File: src/hdl/grb_pkg.sv
// ----------------------------------------------------------------------------
// grb_pkg
// Shared widths, word map codes and transfer structs of the GPIO register block.
// ----------------------------------------------------------------------------
`default_nettype none

package grb_pkg;

	// field widths of one bus access and one result
	localparam int WORD_W   = 6;
	localparam int DATA_W   = 32;
	localparam int PAD_W    = 40;
	localparam int LEVEL_W  = 40;
	localparam int PULL_W   = 34;
	localparam int FUNC_W   = 3;
	localparam int MUXRD_W  = 8;

	// stream packing
	localparam int S_TDATA_W = 80;
	localparam int S_TUSER_W = 2;
	localparam int M_TDATA_W = 184;
	localparam int M_TUSER_W = 1;

	// mux word bit positions
	localparam int MUX_PD_BIT = 6;
	localparam int MUX_PU_BIT = 7;

	// gpio word map, word index = byte offset / 4
	localparam logic [WORD_W-1:0] W_OUT_LO     = 6'd1;
	localparam logic [WORD_W-1:0] W_OUT_LO_SET = 6'd2;
	localparam logic [WORD_W-1:0] W_OUT_LO_CLR = 6'd3;
	localparam logic [WORD_W-1:0] W_OUT_HI     = 6'd4;
	localparam logic [WORD_W-1:0] W_OUT_HI_SET = 6'd5;
	localparam logic [WORD_W-1:0] W_OUT_HI_CLR = 6'd6;
	localparam logic [WORD_W-1:0] W_OE_LO      = 6'd8;
	localparam logic [WORD_W-1:0] W_OE_LO_SET  = 6'd9;
	localparam logic [WORD_W-1:0] W_OE_LO_CLR  = 6'd10;
	localparam logic [WORD_W-1:0] W_OE_HI      = 6'd11;
	localparam logic [WORD_W-1:0] W_OE_HI_SET  = 6'd12;
	localparam logic [WORD_W-1:0] W_OE_HI_CLR  = 6'd13;
	localparam logic [WORD_W-1:0] W_IN_LO      = 6'd15;
	localparam logic [WORD_W-1:0] W_IN_HI      = 6'd16;

	// one bus access held in the input stage
	typedef struct packed {
		logic              wr;
		logic              mux;
		logic [WORD_W-1:0] word;
		logic [DATA_W-1:0] data;
		logic [PAD_W-1:0]  pads;
	} grb_req_t;

	// write into the pin mux settings
	typedef struct packed {
		logic              wr_en;
		logic [WORD_W-1:0] pin;
		logic [FUNC_W-1:0] func;
		logic              pd;
		logic              pu;
	} grb_mux_wr_t;

endpackage

`default_nettype wire

File: src/hdl/gpio_register_block.sv
// ----------------------------------------------------------------------------
// gpio_register_block
// GPIO output and enable registers with set and clear words, plus pin mux words.
// ----------------------------------------------------------------------------
// Usage:
// Each transaction on the s_axis channel is one bus access: tuser carries the
// operation and the region, tdata the word offset, the write data and the
// sampled pad levels. For every access exactly one result leaves on m_axis:
// the read word, the pin drive levels and enables, the pull-up and pull-down
// enables as they stand after the access, and a bad address flag in tuser.
// The accepting edge loads the input stage, which decodes the access and
// updates the registers; the result register then loads once it is free and
// raises m_axis_tvalid. Throughput is one access per clock while the receiver
// does not stall; the function-select RAM read is issued at acceptance and a
// write to the same pin in that edge is forwarded.
// Reset clears all output, enable and pull bits and marks every mux entry as
// function zero at once; no clearing pass is needed.
// When the receiver stalls the result register holds, the input stage holds
// one more access, and s_axis_tready drops once both are full.
// ----------------------------------------------------------------------------
`default_nettype none

module gpio_register_block
	import grb_pkg::*;
#(
	parameter int PIN_COUNT     = 40,
	parameter int MUX_PIN_COUNT = 34
) (
	input  wire logic                 clk,
	input  wire logic                 arst_n,
	input  wire logic                 s_axis_tvalid,
	output logic                      s_axis_tready,
	// word_offset[5:0], write_data[37:6], pad_levels[77:38], zero fill
	input  wire logic [S_TDATA_W-1:0] s_axis_tdata,
	// operation[0], region[1]
	input  wire logic [S_TUSER_W-1:0] s_axis_tuser,
	output logic                      m_axis_tvalid,
	input  wire logic                 m_axis_tready,
	// read_data[31:0], drive_levels[71:32], drive_enables[111:72],
	// pullup_enables[145:112], pulldown_enables[179:146], zero fill
	output logic      [M_TDATA_W-1:0] m_axis_tdata,
	// bad_address[0]
	output logic      [M_TUSER_W-1:0] m_axis_tuser
);

	grb_req_t          req_s1;
	logic              s1_valid_q;
	logic              out_valid_q;
	logic              accept, commit;
	logic              mux_hit;
	logic [DATA_W-1:0] gpio_rd, rd_word;
	logic              gpio_hit, bad;
	logic [MUXRD_W-1:0] mux_rd;
	logic [LEVEL_W-1:0] levels, enables;
	logic [PULL_W-1:0] pullups, pulldowns;
	grb_mux_wr_t       mux_wr;
	logic [M_TDATA_W-1:0] data_q;
	logic              bad_q;

	// handshake
	assign commit        = s1_valid_q && (!out_valid_q || m_axis_tready);
	assign s_axis_tready = !s1_valid_q || commit;
	assign accept        = s_axis_tvalid && s_axis_tready;

	// input stage
	always_ff @(posedge clk or negedge arst_n) begin
		if (!arst_n) begin
			s1_valid_q <= 1'b0;
		end else if (s_axis_tready) begin
			s1_valid_q <= s_axis_tvalid;
		end
	end

	always_ff @(posedge clk) begin
		if (accept) begin
			req_s1.wr   <= s_axis_tuser[0];
			req_s1.mux  <= s_axis_tuser[1];
			req_s1.word <= s_axis_tdata[WORD_W-1:0];
			req_s1.data <= s_axis_tdata[WORD_W+DATA_W-1:WORD_W];
			req_s1.pads <= s_axis_tdata[WORD_W+DATA_W+PAD_W-1:WORD_W+DATA_W];
		end
	end

	// mux range check and write
	assign mux_hit = req_s1.mux && ({1'b0, req_s1.word} < (WORD_W+1)'(MUX_PIN_COUNT));

	always_comb begin
		mux_wr.wr_en = commit && mux_hit && req_s1.wr;
		mux_wr.pin   = req_s1.word;
		mux_wr.func  = req_s1.data[FUNC_W-1:0];
		mux_wr.pd    = req_s1.data[MUX_PD_BIT];
		mux_wr.pu    = req_s1.data[MUX_PU_BIT];
	end

	grb_gpio_bank #(
		.PIN_COUNT (PIN_COUNT)
	) u_gpio (
		.clk          (clk),
		.arst_n       (arst_n),
		.commit       (commit),
		.req          (req_s1),
		.rd_word      (gpio_rd),
		.hit          (gpio_hit),
		.levels_next  (levels),
		.enables_next (enables)
	);

	grb_mux_bank #(
		.MUX_PIN_COUNT (MUX_PIN_COUNT)
	) u_mux (
		.clk            (clk),
		.arst_n         (arst_n),
		.rd_en          (accept),
		.rd_pin         (s_axis_tdata[WORD_W-1:0]),
		.s1_pin         (req_s1.word),
		.s1_in_range    (mux_hit),
		.wr             (mux_wr),
		.rd_word        (mux_rd),
		.pullups_next   (pullups),
		.pulldowns_next (pulldowns)
	);

	// read word and error flag
	always_comb begin
		if (req_s1.mux) begin
			rd_word = DATA_W'(mux_rd);
			bad     = !mux_hit;
		end else begin
			rd_word = gpio_rd;
			bad     = !gpio_hit;
		end
		if (req_s1.wr) begin
			rd_word = '0;
		end
	end

	// result register
	always_ff @(posedge clk or negedge arst_n) begin
		if (!arst_n) begin
			out_valid_q <= 1'b0;
		end else if (commit) begin
			out_valid_q <= 1'b1;
		end else if (m_axis_tready) begin
			out_valid_q <= 1'b0;
		end
	end

	always_ff @(posedge clk) begin
		if (commit) begin
			data_q <= {4'b0, pulldowns, pullups, enables, levels, rd_word};
			bad_q  <= bad;
		end
	end

	assign m_axis_tvalid   = out_valid_q;
	assign m_axis_tdata    = data_q;
	assign m_axis_tuser[0] = bad_q;

	// an unmapped access never returns data
	a_bad_zero: assert property (@(posedge clk) disable iff (!arst_n)
		m_axis_tvalid && m_axis_tuser[0] |-> m_axis_tdata[DATA_W-1:0] == '0)
		else $error("unmapped access returned data");

	// writes read back zero
	a_write_zero: assert property (@(posedge clk) disable iff (!arst_n)
		commit && req_s1.wr |=> m_axis_tdata[DATA_W-1:0] == '0)
		else $error("write returned data");

	// the input stage moves into the result register when it is free
	a_advance: assert property (@(posedge clk) disable iff (!arst_n)
		s1_valid_q && (!out_valid_q || m_axis_tready) |=> m_axis_tvalid)
		else $error("access did not reach the result register");

endmodule

`default_nettype wire

File: src/hdl/grb_ram.sv
// ----------------------------------------------------------------------------
// grb_ram
// Generic single write port, single read port RAM with registered read data.
// ----------------------------------------------------------------------------
`default_nettype none

module grb_ram #(
	parameter int WIDTH = 8,
	parameter int DEPTH = 16,
	localparam int ADDR_W = (DEPTH > 1) ? $clog2(DEPTH) : 1
) (
	input  wire logic              clk,
	input  wire logic              wr_en,
	input  wire logic [ADDR_W-1:0] wr_addr,
	input  wire logic [WIDTH-1:0]  wr_data,
	input  wire logic              rd_en,
	input  wire logic [ADDR_W-1:0] rd_addr,
	output logic      [WIDTH-1:0]  rd_data
);

	logic [WIDTH-1:0] mem_q [DEPTH];

	// write port
	always_ff @(posedge clk) begin
		if (wr_en) begin
			mem_q[wr_addr] <= wr_data;
		end
	end

	// registered read port
	always_ff @(posedge clk) begin
		if (rd_en) begin
			rd_data <= mem_q[rd_addr];
		end
	end

endmodule

`default_nettype wire

File: src/hdl/grb_gpio_bank.sv
// ----------------------------------------------------------------------------
// grb_gpio_bank
// Output level and output enable banks with set and clear words, word decode.
// ----------------------------------------------------------------------------
`default_nettype none

module grb_gpio_bank
	import grb_pkg::*;
#(
	parameter int PIN_COUNT = 40
) (
	input  wire logic              clk,
	input  wire logic              arst_n,
	input  wire logic              commit,
	input  wire grb_req_t          req,
	output logic      [DATA_W-1:0] rd_word,
	output logic                   hit,
	output logic      [LEVEL_W-1:0] levels_next,
	output logic      [LEVEL_W-1:0] enables_next
);

	localparam int HIGH_W = PIN_COUNT - 32;
	localparam logic [DATA_W-1:0] HIGH_MASK = DATA_W'((64'd1 << HIGH_W) - 64'd1);

	logic [31:0]       out_lo_q, out_lo_d;
	logic [HIGH_W-1:0] out_hi_q, out_hi_d;
	logic [31:0]       oe_lo_q, oe_lo_d;
	logic [HIGH_W-1:0] oe_hi_q, oe_hi_d;
	logic [HIGH_W-1:0] data_hi;
	logic              upd;

	assign data_hi = req.data[HIGH_W-1:0];
	assign upd     = req.wr && !req.mux;

	// word decode and next bank values
	always_comb begin
		out_lo_d = out_lo_q;
		out_hi_d = out_hi_q;
		oe_lo_d  = oe_lo_q;
		oe_hi_d  = oe_hi_q;
		rd_word  = '0;
		hit      = 1'b1;
		case (req.word)
			W_OUT_LO: begin
				if (upd) out_lo_d = req.data;
				else rd_word = out_lo_q;
			end
			W_OUT_LO_SET: if (upd) out_lo_d = out_lo_q | req.data;
			W_OUT_LO_CLR: if (upd) out_lo_d = out_lo_q & ~req.data;
			W_OUT_HI: begin
				if (upd) out_hi_d = data_hi;
				else rd_word = DATA_W'(out_hi_q);
			end
			W_OUT_HI_SET: if (upd) out_hi_d = out_hi_q | data_hi;
			W_OUT_HI_CLR: if (upd) out_hi_d = out_hi_q & ~data_hi;
			W_OE_LO: begin
				if (upd) oe_lo_d = req.data;
				else rd_word = oe_lo_q;
			end
			W_OE_LO_SET: if (upd) oe_lo_d = oe_lo_q | req.data;
			W_OE_LO_CLR: if (upd) oe_lo_d = oe_lo_q & ~req.data;
			W_OE_HI: begin
				if (upd) oe_hi_d = data_hi;
				else rd_word = DATA_W'(oe_hi_q);
			end
			W_OE_HI_SET: if (upd) oe_hi_d = oe_hi_q | data_hi;
			W_OE_HI_CLR: if (upd) oe_hi_d = oe_hi_q & ~data_hi;
			W_IN_LO: rd_word = req.pads[31:0];
			W_IN_HI: rd_word = DATA_W'(req.pads[PAD_W-1:32]) & HIGH_MASK;
			default: hit = 1'b0;
		endcase
	end

	// bank registers
	always_ff @(posedge clk or negedge arst_n) begin
		if (!arst_n) begin
			out_lo_q <= '0;
			out_hi_q <= '0;
			oe_lo_q  <= '0;
			oe_hi_q  <= '0;
		end else if (commit) begin
			out_lo_q <= out_lo_d;
			out_hi_q <= out_hi_d;
			oe_lo_q  <= oe_lo_d;
			oe_hi_q  <= oe_hi_d;
		end
	end

	// pin view after this access
	assign levels_next  = LEVEL_W'({out_hi_d, out_lo_d});
	assign enables_next = LEVEL_W'({oe_hi_d, oe_lo_d});

	// a clear word leaves none of its mask bits set
	a_clear_lo: assert property (@(posedge clk) disable iff (!arst_n)
		commit && upd && req.word == W_OUT_LO_CLR |=> (out_lo_q & $past(req.data)) == '0)
		else $error("output clear word left bits set");

	a_set_oe: assert property (@(posedge clk) disable iff (!arst_n)
		commit && upd && req.word == W_OE_LO_SET |=> (oe_lo_q & $past(req.data)) == $past(req.data))
		else $error("enable set word missed bits");

endmodule

`default_nettype wire

File: src/hdl/grb_mux_bank.sv
// ----------------------------------------------------------------------------
// grb_mux_bank
// Per-pin mux settings: function bits in RAM, pull bits and valid bits in flops.
// ----------------------------------------------------------------------------
`default_nettype none

module grb_mux_bank
	import grb_pkg::*;
#(
	parameter int MUX_PIN_COUNT = 34
) (
	input  wire logic               clk,
	input  wire logic               arst_n,
	input  wire logic               rd_en,
	input  wire logic [WORD_W-1:0]  rd_pin,
	input  wire logic [WORD_W-1:0]  s1_pin,
	input  wire logic               s1_in_range,
	input  wire grb_mux_wr_t        wr,
	output logic      [MUXRD_W-1:0] rd_word,
	output logic      [PULL_W-1:0]  pullups_next,
	output logic      [PULL_W-1:0]  pulldowns_next
);

	localparam int AW = (MUX_PIN_COUNT > 1) ? $clog2(MUX_PIN_COUNT) : 1;

	logic [MUX_PIN_COUNT-1:0] valid_q;
	logic [MUX_PIN_COUNT-1:0] pu_q, pu_d;
	logic [MUX_PIN_COUNT-1:0] pd_q, pd_d;
	logic [FUNC_W-1:0]        ram_rdata;
	logic                     fwd_q;
	logic [FUNC_W-1:0]        fwd_func_q;
	logic [FUNC_W-1:0]        func;
	logic [AW-1:0]            s1_idx, wr_idx;

	assign s1_idx = s1_pin[AW-1:0];
	assign wr_idx = wr.pin[AW-1:0];

	// function select storage, read issued when an access is accepted
	grb_ram #(
		.WIDTH (FUNC_W),
		.DEPTH (MUX_PIN_COUNT)
	) u_func_ram (
		.clk     (clk),
		.wr_en   (wr.wr_en),
		.wr_addr (wr_idx),
		.wr_data (wr.func),
		.rd_en   (rd_en),
		.rd_addr (rd_pin[AW-1:0]),
		.rd_data (ram_rdata)
	);

	// forward a write that lands in the same edge as the read
	always_ff @(posedge clk or negedge arst_n) begin
		if (!arst_n) begin
			fwd_q <= 1'b0;
		end else if (rd_en) begin
			fwd_q <= wr.wr_en && (wr.pin == rd_pin);
		end
	end

	always_ff @(posedge clk) begin
		if (rd_en) begin
			fwd_func_q <= wr.func;
		end
	end

	// never-written entries read as function zero
	always_comb begin
		func = '0;
		if (s1_in_range && valid_q[s1_idx]) begin
			func = fwd_q ? fwd_func_q : ram_rdata;
		end
	end

	// readback word for the access in the input stage
	always_comb begin
		rd_word = '0;
		if (s1_in_range) begin
			rd_word[FUNC_W-1:0]  = func;
			rd_word[MUX_PD_BIT]  = pd_q[s1_idx];
			rd_word[MUX_PU_BIT]  = pu_q[s1_idx];
		end
	end

	// pull bits after this access
	always_comb begin
		pu_d = pu_q;
		pd_d = pd_q;
		if (wr.wr_en) begin
			pu_d[wr_idx] = wr.pu;
			pd_d[wr_idx] = wr.pd;
		end
	end

	always_ff @(posedge clk or negedge arst_n) begin
		if (!arst_n) begin
			valid_q <= '0;
			pu_q    <= '0;
			pd_q    <= '0;
		end else if (wr.wr_en) begin
			valid_q[wr_idx] <= 1'b1;
			pu_q            <= pu_d;
			pd_q            <= pd_d;
		end
	end

	assign pullups_next   = PULL_W'(pu_d);
	assign pulldowns_next = PULL_W'(pd_d);

	// a written entry is valid and holds the written pull-up bit
	a_mux_write: assert property (@(posedge clk) disable iff (!arst_n)
		wr.wr_en |=> valid_q[$past(wr_idx)] && pu_q[$past(wr_idx)] == $past(wr.pu))
		else $error("mux write not stored");

endmodule

`default_nettype wire

File: config.mk
export PLATFORM = sky130hd
export DESIGN_NAME = gpio_register_block
export DESIGN_NICKNAME = d
export VERILOG_FILES = /design/src/hdl/grb_pkg.sv /design/src/hdl/gpio_register_block.sv /design/src/hdl/grb_ram.sv /design/src/hdl/grb_gpio_bank.sv /design/src/hdl/grb_mux_bank.sv
export SDC_FILE = /design/constraint.sdc
export NUM_CORES = 1
export LEC_CHECK = 0
export BUFFER_PORTS_ARGS = -buffer_cell sky130_fd_sc_hd__buf_2
export CAP_MARGIN = 10
export CORE_AREA = 2 2 228 230
export CTS_CLUSTER_SIZE = 12
export DETAILED_ROUTE_END_ITERATION = 10
export DIE_AREA = 0 0 230 232
export PLACE_DENSITY_LB_ADDON = 0.08
export SETUP_SLACK_MARGIN = 0.02
export SLEW_MARGIN = 20
export SYNTH_ARGS = -nofsm -noshare
export SYNTH_HDL_FRONTEND = slang
export SYNTH_HIERARCHICAL = 1
export SYNTH_SLANG_ARGS = --single-unit
File: constraint.sdc
create_clock -name clk -period 6.4 [get_ports clk]
set_clock_uncertainty 0.05 [all_clocks]
set_input_delay 0.32 -clock clk [delete_from_list [all_inputs] [get_ports clk]]
set_output_delay 0.32 -clock clk [all_outputs]
set_load 0.05 [all_outputs]
; ---- Word level (Yosys, flattened, before mapping)
; Memory sizes are Yosys's and may differ from the RTL's. A register that Yosys moved wholly into a read port is not among the register bits.
; Index checks and enable logic that the tools add are counted.
; Widths: inputs -> output; s select.
[op_classes]
n_mux = 44
n_eq_ne = 15
n_reduce_logical = 19
n_lt_le_gt_ge = 3
n_bitwise = 11
[op_table]
columns = cell, count
row1 = $mux 32, 8
row2 = $pmux 32 s3, 2
row3 = $pmux 32 s6, 1
row4 = $mux 8, 9
row5 = $bwmux 34, 2
row6 = $mux 34, 2
row7 = $and 32x32->32, 2
row8 = $or 32x32->32, 2
row9 = $pmux 8 s3, 2
row10 = $eq 6x4->1 const B, 7
row11 = $or 34x34->34, 1
row12 = $not 32->32, 1
row13 = $bmux 1 s6, 3
row14 = $eq 6x3->1 const B, 3
row15 = $and 8x8->8, 2
row16 = $or 8x8->8, 2
row17 = $reduce_or 14->1, 1
row18 = $eq 6x2->1 const B, 2
row19 = $mux 1, 10
row20 = $logic_and 1x1->1, 9
row21 = $mux 3, 3
row22 = $not 8->8, 1
row23 = $lt 6x7->1 const B, 1
row24 = $demux 1 s6, 1
row25 = other kinds (10), 15
[totals]
out_inout_bits = 187
inputBits = 86
reg_bits = 449
mem_count = 1
ram_bits = 102
[memory_table]
columns = name, words, word_bits, rd, rd_clocked_by_memory_dff, write_ports, line_no
row1 = u_mux.u_func_ram.mem_q, 34, 3, 1, 1, 1, grb_ram.sv:21  ; logic [WIDTH-1:0] mem_q [DEPTH];

; ---- Longest topological paths before layout
; Gate-level depths: netlist of run 1.
[depth]
word_depth = 7
ltp_mapped = 10
depth_no_buf = 7

; ---- Cells and area by module
; Netlist of run 1, hierarchy kept.
[by_module_without_submodules]
columns = module, cells_each, area_each_um2, instances
row1 = gpio_register_block, 325, 8305.5, 1
row2 = grb_gpio_bank, 882, 6718.9, 1
row3 = grb_mux_bank, 456, 5906.9, 1
row4 = grb_ram, 264, 4327.9, 1

; ---- Worst setup path before layout of run 1
; No wires, ideal clock.
[synth_timing]
kind = register to register
start = register out_valid_q, in the netlist m_axis_tvalid
end = register u_gpio.out_hi_q[0]
path_buffers = 2
synth_period_minus_slack_ns = 6.424
path_stages_with_launch = 9
path_slack_ns = -0.024
arrival_ns = 6.243
path_cell_list = dfrtp_1 nand2b_1 and2_1 clkbuf_1 clkinv_1 or3_1 clkbuf_1 o21ai_0 o21ai_0
[synth_between]
elab_chain_len = 3
[synth_rtl]
columns = element, line_no
row1 = "start, declared", gpio_register_block.sv:48  ; logic out_valid_q;
row2 = "start signal, assigned", gpio_register_block.sv:140  ; out_valid_q <= 1'b0;
row3 = "start signal, assigned", gpio_register_block.sv:142  ; out_valid_q <= 1'b1;
row4 = "start signal, assigned", gpio_register_block.sv:144  ; out_valid_q <= 1'b0;
row5 = $logic_not 1->1, gpio_register_block.sv:61  ; assign commit = s1_valid_q && (!out_valid_q || m_axis_tready);
row6 = $logic_or 1x1->1, gpio_register_block.sv:61
row7 = $logic_and 1x1->1, gpio_register_block.sv:61
row8 = via commit, gpio_register_block.sv:49  ; logic accept, commit;
row9 = "end signal, assigned", grb_gpio_bank.sv:83  ; out_hi_q <= out_hi_d;
row10 = "end, declared", grb_gpio_bank.sv:26  ; logic [HIGH_W-1:0] out_hi_q, out_hi_d;
; The timed path passes the listed nets, and every way through them passes these cells.
; A chain may end at the register's enable or synchronous reset.

; ---- Final worst setup path of run 1
[layout_timing]
start = register mux_wr[9] (netlist name)
end = register data_q[19], in the netlist m_axis_tdata[19], data pin
[layout_between]
elab_chain_len = 2
elab_cells_between_ends = 7
cone_classes = eq/ne (6) / mux (1)
[layout_rtl]
columns = element, line_no
row1 = $eq 6x5->1 (tied with other cells), grb_gpio_bank.sv:43  ; case (req.word)
row2 = $pmux 32 s6 *, grb_gpio_bank.sv:43
row3 = via gpio_rd[19], gpio_register_block.sv:51  ; logic [DATA_W-1:0] gpio_rd, rd_word;
row4 = "end signal, assigned", gpio_register_block.sv:150  ; data_q <= {4'b0, pulldowns, pullups, enables, levels, rd_word};
row5 = "end, declared", gpio_register_block.sv:57  ; logic [M_TDATA_W-1:0] data_q;
; The timed path passes the listed nets; every way through them passes the cells marked *.

==> results of run 1 <==
==> metal layers <==
metal  routed length, um  vias to the layer above  share of wire, %  GRT usage (%)
li1                    -                     7980                 -              -
met1               30600                     8954                44           37.2
met2               32200                      836                46           39.7
met3                5350                      131               7.7           4.49
met4                1610                        2               2.3           8.37
met5                   7                        -             0.010              0
==> where the power goes <==
group,total [W],internal (W),switching [W]
clock,0.00333,0.00193,0.00141
combinational,0.00100,0.000281,0.000721
sequential,0.00419,0.00407,0.000126
==> final cells by class <==
cell class	instances	area share (%)
clock inverter	26	0.703
clock buffer	84	5.62
inverter	12	0.151
sequential	554	52.8
tap	680	2.86
antenna	1	0.00842
timing repair buffer	380	8.12
multi-input combinational	1216	29.7
==> layout by cell type (no fill, tap or decap), drive strengths merged, types with 7 or more instances in the layout <==
cell type,n
and2,62
a22o,47
dlygate4sd3,82
or3b,7
a221oi,11
a2bb2oi,7
mux2,150
mux2i,67
nand2b,28
o311ai,7
nand3b,15
nor2b,8
nor2,95
o31ai,7
clkinv,23
mux4,18
o2bb2ai,7
a22oi,58
a21o,33
conb,7
o211ai,74
buf,297
nand3,14
o21ai,200
edfxtp,369
a21oi,121
nor3,13
inv,12
dfrtp,185
or2,19
clkbuf,85
nand2,71
==> critical path, stage by stage (launching register included) <==
cell      delay [ps]
edfxtp_1         650
buf_4            320
nor4_4           270
buf_4            500
and2_1           600
buf_4            470
a22oi_1          260
o21ai_0          230
and2_1           130
==> registers in the layout, summed over array words and instances (netlist names), 32 cells and up <==
signal	flops
u_mux/pd_q	34
m_axis_tdata	180
u_gpio/oe_lo_q	32
req_s1	69
u_mux/pu_q	34
u_mux/u_func_ram/mem_q	102
u_mux/valid_q	34
u_gpio/out_lo_q	32
==> final timing paths <==
kind | endpoint | cells after the start | startpoint | slack [ps]
worst min register to register | u_mux/valid_q[20]$_DFFE_PN0P_ | 1 | u_mux/valid_q[20]$_DFFE_PN0P_ | 410
worst max-delay path | m_axis_tdata[19]$_SDFFCE_PP0P_ | 8 | mux_wr[9]$_DFFE_PP_ | 2760
worst min-delay path | m_axis_tvalid$_DFFE_PN0P_ | 3 | m_axis_tready | 40
worst max register to register | m_axis_tdata[19]$_SDFFCE_PP0P_ | 8 | mux_wr[9]$_DFFE_PP_ | 2760
max in group asynchronous | u_mux/pd_q[32]$_DFFE_PN0P_ | 3 | arst_n | 4770
min in group asynchronous | u_mux/pu_q[31]$_DFFE_PN0P_ | 2 | arst_n | 200
==> kinds of logic (layout without fill, tap and decap cells) <==
group | Yosys count | in the layout | synth area share, %
muxes | 235 | 235 | 11.1
buffers and inverters | 162 | 502 | 3.06
DFF | 554 | 554 | 62.2
AOI/OAI and AO/OA | 604 | 604 | 15.5
and+or+nand+nor | 364 | 364 | 7.92
other | 2 | 8 | 0.0297
xor gates and xnor gates | 6 | 6 | 0.208
==> per-stage QoR <==
step	worst slack, ps	instance area, um2	util, %	instances	total power [W]
detailed placement	2800	27000	53.1	2760	0.00522
global route	2550	29700	58.4	2952	0.00883
global placement	2830	27000	53.1	2760	0.00520
floorplan	1970	25300	-	1932	0.00496
finish	2760	29700	58.4	2953	0.00853
CTS	2780	29700	58.4	2952	0.00861
==> reports/results.ini, run 1 <==
[synthesis]
synth.most_common_cell=edfxtp_1
syn_avg_cell_area_um2=13.1
synth_top_cell_area_share_pct=43.9
synthDistinctLibCells=83
synth_ff_type=edfxtp_1
synth_edf_count=369
yosys.area.top_type=edfxtp_1
ys_async_sr_fraction_pct=33.4
synth_commonest_cells=edfxtp_1, dfrtp_1, o21ai_0, mux2_2, a21oi_1
syn_inst=1927
synth_area_leaders=edfxtp_1, dfrtp_1, mux2_2, o21ai_0, mux2i_1
syn_area_um2=25300
ys_seq_area_share_pct=62.2
yosys_warnings=6
ys_seq_elements=554

[route]
drc_errors=0
routed_via_density=6.06
dr_total_vias=17900
drtPass1Iterations=7
ant_nets=0
wl_um=69700
wl_per_cell_um=23.6
drt_iter0_drc=1922

[sta]
min_period_ps=3640
hold_viol=0
setup_viol=0
rsz0062_at_grt=no
fmax_mhz=274
tns_ps=0
period_share_pct=56.9
hold_ws_ps=36.5
worst_pin_slew_ps=1190
maxSlewViolCount=0
relSlewSlack_pct=20.3

[cts]
cts_hold_buf=82
clk_transition_reported_paths_ps=60
clk_latency_ps=630
numCtsBuffers=59
cts_tree=done
cts_resized=0
cts_setup_buffers=0
clockRootBuffer=clkbuf_16
clock-sinks=554
cts_max_path_buffers=3
cts_max_level=2

[grt]
grt_max_degree=126
grt_pass1_vias=17800
grt.overflow.total=0
antenna_found_initial=3
grt_usage_pct=25.8
grt_pass1_wl_um=105000

[cells_and_area]
multi_input_area_um2=8830
layout.nets=2309
seq_area_um2=15700
nFillCells=4177
syn_to_final_growth_pct=17.7
drive_gt1_share_pct=26.1

[setup_path]
worstPathArrival_ps=4080
critical_path_required_ps=6830
crit_type=reg -> reg
cp-start-kind=register
crit_fanout=35
critPathCaptureType=register

[floorplan]
top_level_ports=273
die_area_um2=53400
initial_core_util_pct=49.6
die_h_um=232
rows=83
die_w_um=230
core-area_um2=50900

[job]
drv_cap=0

[placement]
gp_congestion=0.849
port_buffers=266
place_hpwl_um=42400

[power_and_ir_drop]
p_leak_nw=11.9
ir_worst_vdd_mv=0.245
powerDensity_nw_per_um2=287

[worst_hold_path]
hp-class=in -> reg

[run_status]
status=finished clean

(Power assumes the default switching activity.)
==> run 2, diff against run 1 <==
--- a/config.mk
+++ b/config.mk
@@ -5,12 +5,13 @@
 export SDC_FILE = /design/constraint.sdc
 export NUM_CORES = 1
 export LEC_CHECK = 0
+export ABC_AREA = 1
 export BUFFER_PORTS_ARGS = -buffer_cell sky130_fd_sc_hd__buf_2
 export CAP_MARGIN = 10
-export CORE_AREA = 2 2 228 230
+export CORE_AREA = 2 2 232 234
 export CTS_CLUSTER_SIZE = 12
 export DETAILED_ROUTE_END_ITERATION = 10
-export DIE_AREA = 0 0 230 232
+export DIE_AREA = 0 0 234 236
 export PLACE_DENSITY_LB_ADDON = 0.08
 export SETUP_SLACK_MARGIN = 0.02
 export SLEW_MARGIN = 20
==> constraint.sdc (replaced) <==
create_clock -name clk -period 3.3 [get_ports clk]
set_clock_uncertainty 0.05 [all_clocks]
set_input_delay 0.165 -clock clk [delete_from_list [all_inputs] [get_ports clk]]
set_output_delay 0.165 -clock clk [all_outputs]
set_load 0.05 [all_outputs]
==> run 2 against run 1 <==
  * First-iteration DRC count grew 17%
  * Combinational power grew to 4.1 times the previous value
  * Cell count grew 34%
  * Sequential power grew 110%
  * Worst hold slack lost 6.8 ps
  * Clock-buffer cell count shrank 4
  * Setup slack lost 2400 ps
  * Sequential share of layout area shrank 2.0 points
  * Routed wire length grew 5.4%
  * Core utilization shrank 0.18 points
  * Non-clock buffer count grew 17
  * Critical path type unchanged
  * Highest routed layer is now met4
==> reports/results.ini, run 2 <==
[run_status]
status=finished clean

[cts]
clk_transition_reported_paths_ps=60  ; about the same
clockRootBuffer=clkbuf_16
cts_max_path_buffers=3  ; unchanged
numCtsBuffers=59  ; unchanged
clk_latency_ps=620  ; about the same
clock-sinks=554  ; unchanged
cts_setup_buffers=0  ; unchanged
cts_max_level=2  ; unchanged
cts_tree=done

[cells_and_area]
multi_input_area_um2=8830  ; about the same
nFillCells=4551  ; +9.0%
final_common_cell=nand2_1
final_cell_mix=nand2_1, edfxtp_1, o21ai_0
layout.nets=3291  ; +43%
drive_gt1_share_pct=14.9  ; -11 points
syn_to_final_growth_pct=18.6
stdcell_area_um2=30900  ; +4.0%
seq_area_um2=15700  ; about the same
largest_reg_flops=180  ; unchanged
num_antenna_cells=0  ; -1

[synthesis]
synth_top_cell_area_share_pct=42.5  ; -1.4 points
synth_ff_type=edfxtp_1
synth.most_common_cell=nand2_1
ys_seq_elements=554  ; unchanged
syn_inst=2885  ; +50%
yosys_warnings=6  ; unchanged
synth_commonest_cells=nand2_1, edfxtp_1, o21ai_0, nor2_1, inv_1
synth_area_leaders=edfxtp_1, dfrtp_1, nand2_1, o21ai_0, nand3_1
ys_async_sr_fraction_pct=33.4  ; unchanged
synthDistinctLibCells=38  ; -54%
yosys.area.top_type=edfxtp_1
synth_edf_count=369  ; unchanged
ys_seq_area_share_pct=60.3  ; -1.9 points
syn_area_um2=26100  ; +3.2%
syn_avg_cell_area_um2=9.03  ; -31%

[power_and_ir_drop]
power.total_w=0.0196  ; +130%
p_leak_nw=13.5  ; +13%
switching_share_pct=32.4  ; +5.9 points
sequentialPowerShare_pct=45.9  ; -3.3 points
powerDensity_nw_per_um2=634  ; +120%
cellInternalPower_w=0.0133  ; +110%
ir_worst_vdd_mv=0.472  ; +92%
switchingPower_w=0.00634  ; +180%
clockPowerShare_pct=33.2  ; -5.9 points
power_frac_comb_pct=20.9  ; +9.2 points

[sta]
relSlewSlack_pct=29.5  ; +9.2 points
fmax_mhz=340  ; +24%
hold_viol=0  ; unchanged
rsz0062_at_grt=no
min_period_ps=2940  ; -702 ps
maxSlewViolCount=0  ; unchanged
setup_viol=0  ; unchanged
worst_pin_slew_ps=1060  ; -135 ps
hold_ws_ps=29.6  ; -6.84 ps
period_share_pct=89.1  ; +32 points
setup_slack_ps=358  ; -2400 ps

[grt]
antenna_found_initial=0  ; -3
grt_pass1_vias=20600  ; +16%
grt_max_degree=193  ; +53%
grt.overflow.total=0  ; unchanged
grt_usage_pct=26.4  ; +0.69 points
grt_pass1_wl_um=113000  ; +7.6%

[setup_path]
worstSetupStartpoint=m_axis_tvalid$_DFFE_PN0P_
crit_type=reg -> reg
r2r_cells=8  ; unchanged
worstPathArrival_ps=3240  ; -840 ps
crit_top_cell=nand2_1
crit-reg2reg-capture=m_axis_tdata[174]$_DFFE_PP_
path_cells=a21oi_4 -> nand2_1 -> nor2_2 -> inv_1 -> nor4_2 -> nand2_1 -> nand2_1 -> o21ai_0
critical_path_required_ps=3600  ; -3230 ps
crit_fanout=8  ; -77%
cp-start-kind=register
cp_slowest_cell=nor4_2
crit_end=m_axis_tdata[174]$_DFFE_PP_
rr_startpoint=m_axis_tvalid$_DFFE_PN0P_
critPathCaptureType=register
r2r_setup_slack_ps=360  ; -2400 ps
critPathMaxStageDelay_ps=720  ; +70 ps

[floorplan]
die_area_um2=55200  ; +3.5%
top_level_ports=273  ; unchanged
die_h_um=236  ; +1.7%
core-area_um2=53100  ; +4.3%
initial_core_util_pct=49.1  ; -0.52 points
rows=85  ; +2.4%
die_w_um=234  ; +1.7%

[route]
wl_um=73500  ; +5.4%
drtPass1Iterations=6  ; -1
dr_total_vias=21500  ; +20%
ant_nets=0  ; unchanged
drt_iter0_drc=2245  ; +17%
routed_via_density=5.45  ; -10%
wl_per_cell_um=18.6  ; -21%
drc_errors=0  ; unchanged

[placement]
gp_congestion=0.883  ; +4.0%
place_hpwl_um=46900  ; +10%
pre_cts_ws_ps=417  ; -2390 ps
port_buffers=266  ; unchanged
placed_area_um2=28200  ; +4.3%

[worst_hold_path]
hp-class=in -> async

[job]
drv_cap=0  ; unchanged

run 2: cell types whose count changed in the layout (fill, tap and decap cells not counted), sizes merged, moves of 112 or more:
cell,before,now
nand2,71,927
inv,12,256
nand3,14,241
nor2,95,288
mux2,150,0
o21ai,200,312
run 2: power by group through the flow:
stage               logic [W]  clock network, W  registers [W]
floorplan             0.00178                 0         0.0102
global placement      0.00393                 0        0.00906
detailed placement    0.00401                 0        0.00909
CTS                   0.00410           0.00666        0.00897
global route          0.00448           0.00693        0.00908
finish                0.00410           0.00651        0.00899
run 2: layer usage:
layer / up-vias / GRT usage [%] / wire, um
met5: - / 0 / 0
met4: 0 / 8.61 / 2180
met3: 144 / 3.51 / 5480
met2: 926 / 41.7 / 34100
met1: 10300 / 38.0 / 31700
li1: 10200 / - / -
run 2: area by class of cell:
class                   instances  area share (%)
clock buffers                  80            5.13
repair buffers                397            8.56
inverters                     256            3.14
clock inverters                27           0.963
flip-flops and latches        554            50.8
well taps                     696            2.82
multi-input cells            1937            28.6
run 2: cells by family (layout without fill, tap and decap cells):
kind of cell / Yosys count / after routing / share of synthesized area, %
xor+xnor: 2 / 2 / 0.0672
compound gates: 395 / 395 / 7.79
buf+inv: 399 / 760 / 6.62
simple gates: 1530 / 1530 / 25.1
mux: 3 / 3 / 0.115
other cells: 2 / 7 / 0.0288
flops: 554 / 554 / 60.3
run 2: critical path, delay by kind of cell, from the launching register on:
family / cells / cell delay, ps
buf+inv: 1 / 290
flops: 1 / 440
simple gates: 5 / 1590
compound gates: 2 / 300
run 2: timing repair:
item                      4_1_cts  5_1_grt
hold endpoints to repair      131        0
hold buffers                   84        0
resized for setup               0        0
run 2: worst min path at each step:
| stage | slack [ps] | endpoint | cells past startpoint | from |
|---|---|---|---|---|
| detailed placement | 130 | u_gpio/oe_lo_q[17]$_DFFE_PN0P_ | 1 | arst_n |
| floorplan | -180 | m_axis_tvalid$_DFFE_PN0P_ | 0 | arst_n |
| finish | 30 | u_gpio/out_lo_q[16]$_DFFE_PN0P_ | 2 | arst_n |
| CTS | 10 | mux_wr[6]$_DFFE_PP_ | 1 | s_axis_tdata[1] |
| global route | 30 | mux_wr[6]$_DFFE_PP_ | 1 | s_axis_tdata[1] |
| global placement | 130 | u_gpio/oe_lo_q[17]$_DFFE_PN0P_ | 1 | arst_n |
run 2: metrics by stage:
step	util (%)	cells	TNS (ps)
6_report	58.3	3947	0
4_1_cts	58.3	3947	0
3_3_place_gp	53.1	3756	0
5_1_grt	58.3	3947	0
3_5_place_dp	53.1	3756	0
2_1_floorplan	-	2890	-748850
